**src/rtl/brbw_pkg.sv**
```systemverilog
package brbw_pkg;

  localparam int unsigned LEN_W  = 7;
  localparam int unsigned DATA_W = 8;
  localparam int unsigned WM_W   = 11;

  typedef enum logic [0:0] {
    CMD_WRITE = 1'b0,
    CMD_READ  = 1'b1
  } cmd_e;

  typedef enum logic [0:0] {
    REG_MAX_CHUNK = 1'b0,
    REG_WATERMARK = 1'b1
  } cfg_reg_e;

  typedef struct packed {
    logic [LEN_W-1:0] max_chunk;
    logic [WM_W-1:0]  watermark;
  } cfg_t;

  typedef struct packed {
    logic [DATA_W-1:0] rdata;
    logic              rdata_valid;
    logic              end_of_run;
    logic              status;
    logic [LEN_W-1:0]  moved;
    logic              ready_event;
    logic              space_event;
  } res_t;

endpackage

```
**src/rtl/brbw_ctrl.sv**
```systemverilog
module brbw_ctrl #(
  parameter int unsigned DEPTH       = 1024,
  parameter int unsigned CHUNK_LIMIT = 64,
  localparam int unsigned AW = $clog2(DEPTH)
) (
  input  logic                         clk_i,
  input  logic                         rst_ni,
  input  brbw_pkg::cfg_t               cfg_i,
  input  logic                         in_valid_i,
  output logic                         in_ready_o,
  input  logic                         cmd_i,
  input  logic [brbw_pkg::LEN_W-1:0]   length_i,
  input  logic [brbw_pkg::DATA_W-1:0]  data_i,
  input  logic                         last_i,
  output logic                         out_valid_o,
  input  logic                         out_ready_i,
  output brbw_pkg::res_t               res_o,
  output logic                         mem_we_o,
  output logic [AW-1:0]                mem_waddr_o,
  output logic [brbw_pkg::DATA_W-1:0]  mem_wdata_o,
  output logic                         mem_re_o,
  output logic [AW-1:0]                mem_raddr_o,
  input  logic [brbw_pkg::DATA_W-1:0]  mem_rdata_i
);
  import brbw_pkg::*;

  localparam int unsigned FW = $clog2(DEPTH + 1);
  localparam int unsigned CW = (FW > WM_W) ? FW : WM_W;
  localparam logic [LEN_W-1:0] LIM = LEN_W'(CHUNK_LIMIT);
  localparam logic [FW-1:0] FULL = FW'(DEPTH);
  localparam logic [AW-1:0] LAST_ADDR = AW'(DEPTH - 1);

  logic [AW-1:0]    wptr_q, wptr_d, rptr_q, rptr_d;
  logic [FW-1:0]    fill_q, fill_d;
  logic [LEN_W-1:0] acc_q, acc_d;
  logic             rej_q, rej_d;
  logic [LEN_W-1:0] rem_q, rem_d;
  logic [LEN_W-1:0] n_q, n_d;
  logic             space_q, space_d;
  logic             p1_q, p1_d;
  logic             p1_last_q, p1_last_d;
  logic             out_valid_q, out_valid_d;
  res_t             res_q, res_d;

  logic [LEN_W-1:0] lim;
  logic             reject, rej_now, out_free, busy, acc_in, is_wr, is_rd;
  logic             store, issue, load_p1;
  logic [LEN_W-1:0] acc_new, n;
  logic [FW-1:0]    fill_wr, fill_rd;
  logic [CW-1:0]    wm;

  always_comb begin
    lim      = (cfg_i.max_chunk < LIM) ? cfg_i.max_chunk : LIM;
    reject   = length_i > lim;
    out_free = !out_valid_q || out_ready_i;
    busy     = (rem_q != '0) || p1_q;
    is_wr    = cmd_e'(cmd_i) == CMD_WRITE;
    is_rd    = cmd_e'(cmd_i) == CMD_READ;
    acc_in   = in_valid_i && in_ready_o;
    rej_now  = rej_q || reject;
    store    = acc_in && is_wr && !rej_now && (acc_q < length_i) && (fill_q != FULL);
    acc_new  = acc_q + LEN_W'(store);
    fill_wr  = fill_q + FW'(store);
    n        = (CW'(length_i) < CW'(fill_q)) ? length_i : LEN_W'(fill_q);
    fill_rd  = fill_q - FW'(n);
    wm       = CW'(cfg_i.watermark);
    load_p1  = p1_q && out_free;
    issue    = (rem_q != '0) && (!p1_q || load_p1);
  end

  assign in_ready_o  = !busy && out_free;
  assign mem_we_o    = store;
  assign mem_waddr_o = wptr_q;
  assign mem_wdata_o = data_i;
  assign mem_re_o    = issue;
  assign mem_raddr_o = rptr_q;

  always_comb begin
    wptr_d      = wptr_q;
    rptr_d      = rptr_q;
    fill_d      = fill_q;
    acc_d       = acc_q;
    rej_d       = rej_q;
    rem_d       = rem_q;
    n_d         = n_q;
    space_d     = space_q;
    p1_d        = p1_q;
    p1_last_d   = p1_last_q;
    out_valid_d = out_valid_q;
    res_d       = res_q;

    if (out_ready_i) begin
      out_valid_d = 1'b0;
    end

    if (store) begin
      wptr_d = (wptr_q == LAST_ADDR) ? '0 : wptr_q + AW'(1);
    end

    if (issue) begin
      rptr_d    = (rptr_q == LAST_ADDR) ? '0 : rptr_q + AW'(1);
      rem_d     = rem_q - LEN_W'(1);
      p1_last_d = rem_q == LEN_W'(1);
    end

    priority if (issue) begin
      p1_d = 1'b1;
    end else if (load_p1) begin
      p1_d = 1'b0;
    end else begin
      p1_d = p1_q;
    end

    if (load_p1) begin
      out_valid_d       = 1'b1;
      res_d.rdata       = mem_rdata_i;
      res_d.rdata_valid = 1'b1;
      res_d.end_of_run  = p1_last_q;
      res_d.status      = 1'b0;
      res_d.moved       = p1_last_q ? n_q : '0;
      res_d.ready_event = 1'b0;
      res_d.space_event = p1_last_q && space_q;
    end

    if (acc_in && is_wr) begin
      fill_d = fill_wr;
      acc_d  = last_i ? '0 : acc_new;
      rej_d  = last_i ? 1'b0 : rej_now;
      if (last_i) begin
        out_valid_d       = 1'b1;
        res_d.rdata       = '0;
        res_d.rdata_valid = 1'b0;
        res_d.end_of_run  = 1'b1;
        res_d.status      = rej_now;
        res_d.moved       = rej_now ? '0 : acc_new;
        res_d.ready_event = !rej_now && (CW'(fill_wr) > wm);
        res_d.space_event = 1'b0;
      end
    end

    if (acc_in && is_rd) begin
      out_valid_d       = 1'b0;
      res_d.rdata       = '0;
      res_d.rdata_valid = 1'b0;
      res_d.end_of_run  = 1'b1;
      res_d.moved       = '0;
      res_d.ready_event = 1'b0;
      priority if (reject) begin
        out_valid_d       = 1'b1;
        res_d.status      = 1'b1;
        res_d.space_event = 1'b0;
      end else if (n == '0) begin
        out_valid_d       = 1'b1;
        res_d.status      = 1'b0;
        res_d.space_event = CW'(fill_q) < wm;
      end else begin
        fill_d  = fill_rd;
        rem_d   = n;
        n_d     = n;
        space_d = CW'(fill_rd) < wm;
      end
    end
  end

  always_ff @(posedge clk_i or negedge rst_ni) begin
    if (!rst_ni) begin
      wptr_q      <= '0;
      rptr_q      <= '0;
      fill_q      <= '0;
      acc_q       <= '0;
      rej_q       <= 1'b0;
      rem_q       <= '0;
      n_q         <= '0;
      space_q     <= 1'b0;
      p1_q        <= 1'b0;
      p1_last_q   <= 1'b0;
      out_valid_q <= 1'b0;
    end else begin
      wptr_q      <= wptr_d;
      rptr_q      <= rptr_d;
      fill_q      <= fill_d;
      acc_q       <= acc_d;
      rej_q       <= rej_d;
      rem_q       <= rem_d;
      n_q         <= n_d;
      space_q     <= space_d;
      p1_q        <= p1_d;
      p1_last_q   <= p1_last_d;
      out_valid_q <= out_valid_d;
    end
  end

  always_ff @(posedge clk_i) begin
    res_q <= res_d;
  end

  assign out_valid_o = out_valid_q;
  assign res_o       = res_q;

endmodule

```
**config.mk**
```make
export PLATFORM = sky130hd
export DESIGN_NAME = brbw_ctrl
export DESIGN_NICKNAME = d
export VERILOG_FILES = /design/src/rtl/brbw_pkg.sv /design/src/rtl/brbw_ctrl.sv
export SDC_FILE = /design/constraint.sdc
export NUM_CORES = 1
export LEC_CHECK = 0
export ABC_CLOCK_PERIOD_IN_PS = 6230
export BUFFER_PORTS_ARGS = -buffer_cell sky130_fd_sc_hd__buf_2
export CAP_MARGIN = 5
export CORE_ASPECT_RATIO = 2
export CORE_MARGIN = 2
export CORE_UTILIZATION = 57
export CTS_CLUSTER_SIZE = 25
export DETAILED_ROUTE_END_ITERATION = 10
export PLACE_DENSITY = 0.81
export SKIP_CTS_REPAIR_TIMING = 1
export SLEW_MARGIN = 20
export SYNTH_ARGS = -nofsm -noshare
export SYNTH_HDL_FRONTEND = slang
export SYNTH_SLANG_ARGS = --single-unit
export TNS_END_PERCENT = 5
```
**constraint.sdc**
```tcl
create_clock -name clk_i -period 6.23 [get_ports clk_i]
set_input_delay 0.623 -clock clk_i [delete_from_list [all_inputs] [get_ports clk_i]]
set_output_delay 0.623 -clock clk_i [all_outputs]
set_load 0.05 [all_outputs]
```
==> results.json, run 1 <==
{
  "routed.top_layer": "met4",
  "antenna_found_initial": 0,
  "nNetsFinal": 823,
  "clk_latency_ns": 0.34,
  "grt_pass1_wl_um": 24400,
  "track_usage_pct": 30.7,
  "multi_input_area_um2": 3340,
  "relSlewSlack_pct": 29.0,
  "startpoint_type": "register",
  "tritoncts": "done",
  "dpl-instance-area_um2": 5880,
  "wl_um": 15300,
  "synth_top_area_share_pct": 26.3,
  "period_minus_slack_ns": 5.84,
  "crit_cells": 20,
  "synth_area_leader_cell": "dfrtp_1",
  "ys_ff_latch": 77,
  "path_clk_slew_ns": 0.06,
  "gp_congestion": 0.949,
  "synth_ff_type": "dfrtp_1",
  "final_area_um2": 6200,
  "ios": 99,
  "synthMuxAreaShare_pct": 0.599,
  "fin_cells": 818,
  "dpl.hpwl_um": 11900,
  "rows": 50,
  "dp.cells": 802,
  "nFillCells": 789,
  "vias": 5059,
  "synth_area_leaders": "dfrtp_1, ha_1, dfxtp_1",
  "finalHoldViolations": 0,
  "m1WireLength_um": 5240,
  "avgViaCountPerCell": 6.18,
  "syn_nets": 750,
  "cts_made_buffers": 9,
  "power_density_nw_per_um2": 262,
  "worstMarginPinSlew_ns": 1.06,
  "rrSetupSlack_ns": 0.39,
  "leakagePower_nw": 3.13,
  "synth-edff-count": 0,
  "grt_pass1_vias": 5109,
  "rsz0062_at_grt": "no",
  "wl_per_cell_um": 18.7,
  "crit_slowest_cell": "o311ai_0",
  "crit_top_cell": "ha_1",
  "synthSimpleGateAreaFrac_pct": 22.2,
  "hold_class": "in -> async",
  "end_kind": "register",
  "critPathKind": "reg -> reg",
  "synth.most_common_cell": "nand2_1",
  "cts-root-buf": "clkbuf_16",
  "setup_viol": 0,
  "die_w_um": 73.0,
  "synthAdderAreaFrac_pct": 15.6,
  "synth_cell_types": 55,
  "path_max_fanout": 18,
  "synthesis.area_um2": 5430,
  "cts_num_sinks": 77,
  "path_buf_inv": 2,
  "fmax_mhz": 171,
  "period_share_pct": 93.7,
  "dr.pass1.iters": 5,
  "maxCapViolations": 0,
  "grt.overflow.total": 0,
  "port_buffers": 82,
  "path_delay_family": "simple AND/OR/NAND/NOR gates",
  "first_iter_violations": 345,
  "wl_met2_um": 8230,
  "wl_met3_um": 699,
  "yosysSeqAreaShare_pct": 33.6,
  "synth-async-reset-ratio_pct": 74.0,
  "core_um2": 9320,
  "clk_path_buf_depth": 2,
  "synth_top_family_by_area": "simple AND/OR/NAND/NOR gates",
  "fin_skew_ns": 0.00751,
  "layout-drive-gt1-share_pct": 15.5,
  "synthTopCellsByCount": "nand2_1, ha_1, dfrtp_1",
  "syn_to_final_growth_pct": 14.1,
  "ys_warn_count": 0,
  "r2r_cells": 20,
  "grt_max_degree": 58,
  "detail-route-antenna-nets": 0,
  "die-area_um2": 10400,
  "dieHeight_um": 142,
  "outcome": "finished clean",
  "setup-tns-final_ns": 0,
  "cp_data_arrival_time_ns": 6.04,
  "synth-xor-area-share_pct": 7.90,
  "crit_chain": "nor4_4 -> nand3b_2 -> or4_1 -> buf_4 -> a2111oi_4 -> nand3_1 -> inv_1 -> ha_1 -> ha_1 -> nand3_1 -> nor3_2 -> and3_1 -> xor2_1 -> ha_1 -> a21oi_1 -> nor2b_1 -> o21ai_0 -> nand2_1 -> o311ai_0 -> o21ai_0",
  "ctsHtreeMaxLevel": 3,
  "cpPeakStageDelay_ns": 0.53,
  "drc": 0,
  "seqCellArea_um2": 1830,
  "critPathRequiredTime_ns": 6.43,
  "slew_violations": 0,
  "synth_compound_area_share_pct": 15.1,
  "synthCells": 636,
  "antenna_cells": 0,
  "synth_area_per_cell_um2": 8.54,
  "ir_worst_vdd_v": 0.000147,
  "start_util_pct": 58.3
}
-- per-stage QoR --
stage	hold slack (ns)	total power, mW	util, %	worst slack (ns)
finish	0.432	1.63	66.5	0.391
global placement	0.439	1.07	63.1	0.523
global route	0.476	1.70	66.5	0.108
detailed placement	0.449	1.09	63.1	0.360
floorplan	0.327	0.969	-	1.43
CTS	0.458	1.63	66.4	0.428
-- cell usage in the layout (no fill, tap or decap), types with 2 or more instances in the layout --
cell type | netlist | final
a211o_1 | 2 | 2
a211oi_1 | 4 | 4
a21o_1 | 12 | 12
a21oi_1 | 37 | 37
and2_1 | 4 | 4
and3_1 | 9 | 9
and3b_1 | 4 | 4
and4_1 | 2 | 2
buf_2 | 2 | 82
buf_4 | 8 | 5
clkbuf_16 | 0 | 9
clkinv_4 | 0 | 3
dfrtp_1 | 57 | 57
dfxtp_1 | 20 | 20
ha_1 | 66 | 66
inv_1 | 38 | 38
mux2_2 | 2 | 2
nand2_1 | 84 | 84
nand2b_1 | 6 | 6
nand3_1 | 41 | 41
nand3b_1 | 3 | 3
nand4_1 | 12 | 12
nor2_1 | 47 | 47
nor2b_1 | 7 | 7
nor3_1 | 12 | 11
nor4_1 | 6 | 6
o2111ai_1 | 3 | 3
o21a_1 | 4 | 4
o21ai_0 | 39 | 39
o21bai_1 | 2 | 2
o22ai_1 | 4 | 4
o31ai_1 | 7 | 7
o41ai_1 | 4 | 4
or4_1 | 4 | 4
xnor2_1 | 23 | 23
xor2_1 | 26 | 26
-- flip-flops by register name, indices dropped and copies added (netlist names) --
name / flops
fill_q: 11
space_q: 1
p1_q: 1
rej_q: 1
mem_waddr_o: 10
acc_q: 7
res_o: 20
mem_raddr_o: 10
n_q: 7
rem_q: 7
out_valid_o: 1
p1_last_q: 1
-- layout make-up --
type	instances	share of cell area [%]
timing repair buffer	87	7.23
tap	104	2.10
clock buffer	10	3.86
multi-input combinational	495	53.8
inverter	39	2.36
sequential	77	29.5
clock inverter	6	1.13
-- metal layers --
metal  GRT usage, %  vias up
li1               -     2388
met1           28.4     2359
met2           56.9      228
met3           5.74       84
met4           22.0        0
met5              0        -
-- cell families (layout without fill, tap and decap cells) --
logic type      after synthesis  count (layout)
compound gates              129             129
fa+ha+maj                    67              67
mux                           3               3
simple gates                247             247
flops                        77              77
buf+inv                      64             142
xor+xnor                     49              49
-- report_power, final --
part           internal, mW  leakage [nW]  switching [mW]
clock network         0.324         0.153           0.220
logic                 0.145          2.08           0.304
registers             0.561         0.892          0.0724
-- path summary, 6_finish.rpt --
check | start | endpoint
setup reg to reg | rem_q[3]$_DFF_PN0_ | res_o[1]$_SDFF_PP0_
setup / recovery | rem_q[3]$_DFF_PN0_ | res_o[1]$_SDFF_PP0_
hold reg to reg | res_o[19]$_SDFF_PP0_ | res_o[19]$_SDFF_PP0_
max in group asynchronous | rst_ni | fill_q[6]$_DFF_PN0_
min in group clk_i | res_o[19]$_SDFF_PP0_ | res_o[19]$_SDFF_PP0_
hold / removal | rst_ni | acc_q[1]$_DFFE_PN0N_
Note: power is estimated with default switching activity, not from simulation.
==> run 2, diff against run 1 <==
ABC_CLOCK_PERIOD_IN_PS = 7200   (was 6230)
CORE_UTILIZATION = 60   (was 57)
PLACE_DENSITY = 0.85   (was 0.81)
clock period = 7.2 ns   (was 6.23 ns; I/O delays follow)
==> run 2 against run 1 <==
Net effect: clock power down 18%; via count up 0.32%; clock skew down 0.0022 ns; global-route usage up 1.2 points; wire length down 0.35%; cell count down 0.61%; first-iteration DRC count down 5.8%; worst setup slack better by 1.1 ns; combinational power down 13%; sequential share of layout area up 0.20 points; critical path type unchanged; clock-buffer cell count unchanged.
==> results.json, run 2 (synthesis results as in run 1) <==
{
  "grt_max_degree": 58,
  "tritoncts": "done",
  "critPathLaunch": "rem_q[3]$_DFF_PN0_",
  "regToRegStartpoint": "rem_q[3]$_DFF_PN0_",
  "critPathKind": "reg -> reg",
  "layout-drive-gt1-share_pct": 14.8,
  "hp-start": "res_o[12]$_SDFF_PP0_",
  "clk_latency_ns": 0.34,
  "grt_pass1_vias": 5076,
  "clk_path_buf_depth": 2,
  "grt_pass1_wl_um": 24500,
  "use_met1_pct": 31.5,
  "syn_to_final_growth_pct": 13.3,
  "avgViaCountPerCell": 6.24,
  "finalHoldViolations": 0,
  "setup_ws_ns": 1.51,
  "wl_per_cell_um": 18.8,
  "cts-root-buf": "clkbuf_16",
  "grt.overflow.total": 0,
  "antenna_found_initial": 0,
  "rr_endpoint": "res_o[1]$_SDFF_PP0_",
  "dr.pass1.iters": 5,
  "relSlewSlack_pct": 31.8,
  "nFillCells": 722,
  "die_w_um": 71.3,
  "path_max_fanout": 18,
  "critPathRequiredTime_ns": 7.40,
  "track_usage_pct": 31.9,
  "slew_violations": 0,
  "detail-route-antenna-nets": 0,
  "gr-max-usage-layer": "met2",
  "maxCapViolations": 0,
  "outcome": "finished clean",
  "largest_reg_flops": 20,
  "leakagePower_nw": 3.11,
  "period_minus_slack_ns": 5.69,
  "pre_cts_ws_ns": 1.62,
  "vias": 5075,
  "r2r_cells": 20,
  "power_density_nw_per_um2": 225,
  "hold_class": "reg -> reg",
  "dpl.hpwl_um": 12000,
  "path_clk_slew_ns": 0.06,
  "gp_congestion": 1.00,
  "drc": 0,
  "startpoint_type": "register",
  "ios": 99,
  "layout_common_cells": "nand2_1, buf_2, ha_1, dfrtp_1, nor2_1",
  "cp_data_arrival_time_ns": 5.89,
  "core_um2": 8890,
  "fin_skew_ns": 0.00535,
  "wl_um": 15200,
  "cts_made_buffers": 9,
  "hold_depth": 2,
  "holdPathEnd": "res_o[12]$_SDFF_PP0_",
  "period_share_pct": 79.0,
  "ir_worst_vdd_v": 0.000123,
  "port_buffers": 82,
  "met2_usage_pct": 57.9,
  "setup_viol": 0,
  "worstMarginPinSlew_ns": 1.01,
  "rsz0062_at_grt": "no",
  "dieHeight_um": 139,
  "start_util_pct": 61.1,
  "first_iter_violations": 325,
  "antenna_cells": 0,
  "rows": 49,
  "cts_num_sinks": 77,
  "fmax_mhz": 176,
  "multi_input_area_um2": 3330,
  "die-area_um2": 9870,
  "setup-tns-final_ns": 0,
  "ctsHtreeMaxLevel": 3,
  "seqCellArea_um2": 1830,
  "end_kind": "register",
  "hold_ws_ns": 0.451,
  "nNetsFinal": 821,
  "power_mw": 1.38,
  "grt_util_met3_pct": 5.23,
  "rrSetupSlack_ns": 1.51,
  "final_common_cell": "nand2_1"
}
## run 2: area by class of cell
type	instances	share of cell area (%)
Timing Repair Buffer	85	7.03
Sequential cell	77	29.7
Clock buffer	10	3.88
Clock inverter	5	0.834
Tap cell	102	2.07
Multi-Input combinational cell	495	54.1
Inverter	39	2.38
## run 2: power by group
group | internal (mW) | switching [mW]
clock | 0.273 | 0.172
combinational | 0.126 | 0.263
sequential | 0.485 | 0.0646
total | 0.885 | 0.500
## run 2: worst max-delay path by stage
stage,endpoint,slack (ns),cells after the start
2_1_floorplan,res_o[1]$_SDFF_PP0_,2.40,24
3_3_place_gp,res_o[1]$_SDFF_PP0_,1.74,20
3_5_place_dp,res_o[1]$_SDFF_PP0_,1.62,20
4_1_cts,res_o[1]$_SDFF_PP0_,1.63,19
5_1_grt,res_o[1]$_SDFF_PP0_,1.10,20
6_report,res_o[1]$_SDFF_PP0_,1.51,20
## run 2: critical path: stages (launching register included)
cell and delay, ns:
dfrtp_1 0.45, nor4_4 0.33, nand3b_2 0.19, or4_1 0.87
a2111oi_4 0.42, nand3_1 0.35, inv_1 0.25, ha_1 0.21
ha_1 0.22, nand3_1 0.15, nor3_1 0.34, and3_1 0.31
nand3_1 0.12, xnor2_1 0.16, ha_1 0.30, nand4_1 0.11
nor2_1 0.07, o21ai_0 0.09, nand2_1 0.08, o311ai_0 0.40
o21ai_0 0.13
## run 2: through the flow
step | utilization (%) | instances | area [µm²]
6_report | 69.2 | 813 | 6150
5_1_grt | 69.2 | 813 | 6150
4_1_cts | 69.2 | 813 | 6150
3_5_place_dp | 66.0 | 798 | 5860
3_3_place_gp | 66.0 | 798 | 5860
2_1_floorplan | - | 636 | 5430
## run 2: layer usage
layer  share of wire, %  vias to the layer above
met4                7.3                        0
met5                  0                        -
met2                 55                      210
met3                4.7                       82
li1                   -                     2381
met1                 34                     2402
==> run 3, diff against run 2 <==
ABC_CLOCK_PERIOD_IN_PS = 4700   (was 7200)
CORE_UTILIZATION = 51   (was 60)
PLACE_DENSITY = 0.77   (was 0.85)
clock period = 4.7 ns   (was 7.2 ns; I/O delays follow)
==> run 3 against run 2 <==
Net effect: first-iteration DRC count up 3.1%; global-route usage is 3.8 points lower; sequential cell count unchanged; cell count increased by 9.8%; non-clock buffer count increased by 44; largest cell class unchanged; highest routed layer unchanged.
==> results.json, run 3 (synthesis results as in run 1) <==
{
  "outcome": "finished clean",
  "grt_pass1_vias": 5291,
  "cts-root-buf": "clkbuf_16",
  "ir_worst_vdd_v": 0.000337,
  "combPwrFrac_pct": 31.4,
  "p_clk_share_pct": 29.7,
  "period_minus_slack_ns": 4.54,
  "gp_congestion": 0.981,
  "nNetsFinal": 865,
  "end_kind": "register",
  "critPathKind": "reg -> reg",
  "largest_reg_flops": 20,
  "worstMarginPinSlew_ns": 0.980,
  "utilization_pct": 63.3,
  "relSlewSlack_pct": 34.1,
  "die_w_um": 77.0,
  "p_int_mw": 1.34,
  "power_density_nw_per_um2": 324,
  "antenna_found_initial": 0,
  "nFillCells": 868,
  "avgViaCountPerCell": 5.73,
  "switching_share_pct": 37.1,
  "dieHeight_um": 150,
  "first_iter_violations": 335,
  "finalHoldViolations": 0,
  "antenna_cells": 0,
  "layout_common_cells": "nand2_1, buf_2, ha_1, dfrtp_1, nor2_1",
  "slew_violations": 0,
  "crit_chain": "inv_1 -> ha_1 -> nand2_1 -> o21ai_1 -> o21bai_1 -> and2_4 -> buf_6 -> nor2_1 -> a21oi_2 -> ha_1 -> nor2b_1 -> o2111ai_1 -> nand4b_1 -> a21o_1 -> a21o_1 -> nor3_1 -> xor2_1 -> ha_1 -> a21o_1 -> a2111oi_2 -> a21o_1",
  "ios": 99,
  "crit_slowest_cell": "dfrtp_2",
  "layout-drive-gt1-share_pct": 22.4,
  "hold_class": "in -> async",
  "maxCapViolations": 0,
  "p_seq_share_pct": 38.9,
  "fmax_mhz": 220,
  "startpoint_type": "register",
  "grt_pass1_wl_um": 25500,
  "path_max_fanout": 12,
  "vias": 5118,
  "syn_to_final_growth_pct": 21.3,
  "clk_path_buf_depth": 2,
  "hold_ws_ns": 0.281,
  "critPathRequiredTime_ns": 4.98,
  "setup_viol": 0,
  "grt.overflow.total": 0,
  "fin_skew_ns": 0.00962,
  "path_delay_family": "compound AO/OA/AOI/OAI gates",
  "leakagePower_nw": 3.30,
  "dpl.hpwl_um": 12400,
  "final_common_cell": "nand2_1",
  "tritoncts": "done",
  "port_buffers": 82,
  "dr.pass1.iters": 5,
  "cpPeakStageDelay_ns": 0.42,
  "path_buf_inv": 2,
  "grt_max_degree": 58,
  "rsz0062_at_grt": "yes",
  "detail-route-antenna-nets": 0,
  "clk_latency_ns": 0.34,
  "track_usage_pct": 28.1,
  "power_mw": 2.14,
  "wl_per_cell_um": 17.4,
  "setup_ws_ns": 0.158,
  "crit_top_cell": "a21o_1",
  "cts_made_buffers": 9,
  "start_util_pct": 52.2,
  "core_um2": 10400,
  "wl_um": 15500,
  "pre_cts_ws_ns": -0.203,
  "rows": 53,
  "cp_data_arrival_time_ns": 4.82,
  "die-area_um2": 11500,
  "p_sw_mw": 0.791,
  "dp.cells": 875,
  "path_clk_slew_ns": 0.06,
  "period_share_pct": 96.6,
  "ctsHtreeMaxLevel": 3,
  "fin_cells": 893,
  "cts_num_sinks": 77,
  "drc": 0
}
## run 3: changes by cell type in the layout (fill, tap and decap cells not counted), sizes merged
cell,before,now
buf,85,129
clkinvlp,0,4
bufinv,1,0
clkinv,5,4
inv,38,37
## run 3: layout make-up
class | count | area (µm²) | share of cell area [%]
well taps | 137 | 171 | 2.60
clock buffers | 10 | 229 | 3.48
flip-flops and latches | 77 | 1830 | 27.8
repair buffers | 129 | 767 | 11.6
inverters | 39 | 150 | 2.28
clock inverters | 6 | 41.3 | 0.627
multi-input cells | 495 | 3400 | 51.6
## run 3: worst paths after layout
kind	from	to	slack, ns	cells after the start
min	rst_ni	acc_q[5]$_DFFE_PN0N_	0.28	2
min in group clk_i	mem_rdata_i[2]	res_o[14]$_SDFF_PP0_	0.37	3
max in group asynchronous	rst_ni	fill_q[5]$_DFF_PN0_	3.87	2
max reg2reg	fill_q[5]$_DFF_PN0_	space_q$_DFFE_PN0P_	0.16	21
max	fill_q[5]$_DFF_PN0_	space_q$_DFFE_PN0P_	0.16	21
min reg2reg	res_o[17]$_SDFF_PP0_	res_o[17]$_SDFF_PP0_	0.46	2
## run 3: per-stage QoR
stage,cell area (µm²),TNS (ns)
6_report,6590,0
5_1_grt,6590,-0.0544
4_1_cts,6500,-0.255
3_5_place_dp,6230,-0.203
3_3_place_gp,6230,-0.0608
2_1_floorplan,5430,0
## run 3: per-layer routing
| metal | GRT usage, % | share of wire [%] | vias up |
|---|---|---|---|
| li1 | - | - | 2459 |
| met5 | 0 | 0 | - |
| met1 | 27.2 | 34 | 2426 |
| met2 | 53.4 | 54 | 173 |
| met4 | 20.1 | 7.3 | 0 |
| met3 | 3.80 | 4.2 | 60 |
## run 3: power by group through the flow
stage	clock network (mW)	registers (mW)	logic, mW
floorplan	0	0.992	0.292
global placement	0	0.830	0.637
detailed placement	0	0.840	0.660
CTS	0.640	0.830	0.665
global route	0.670	0.842	0.738
finish	0.635	0.830	0.671
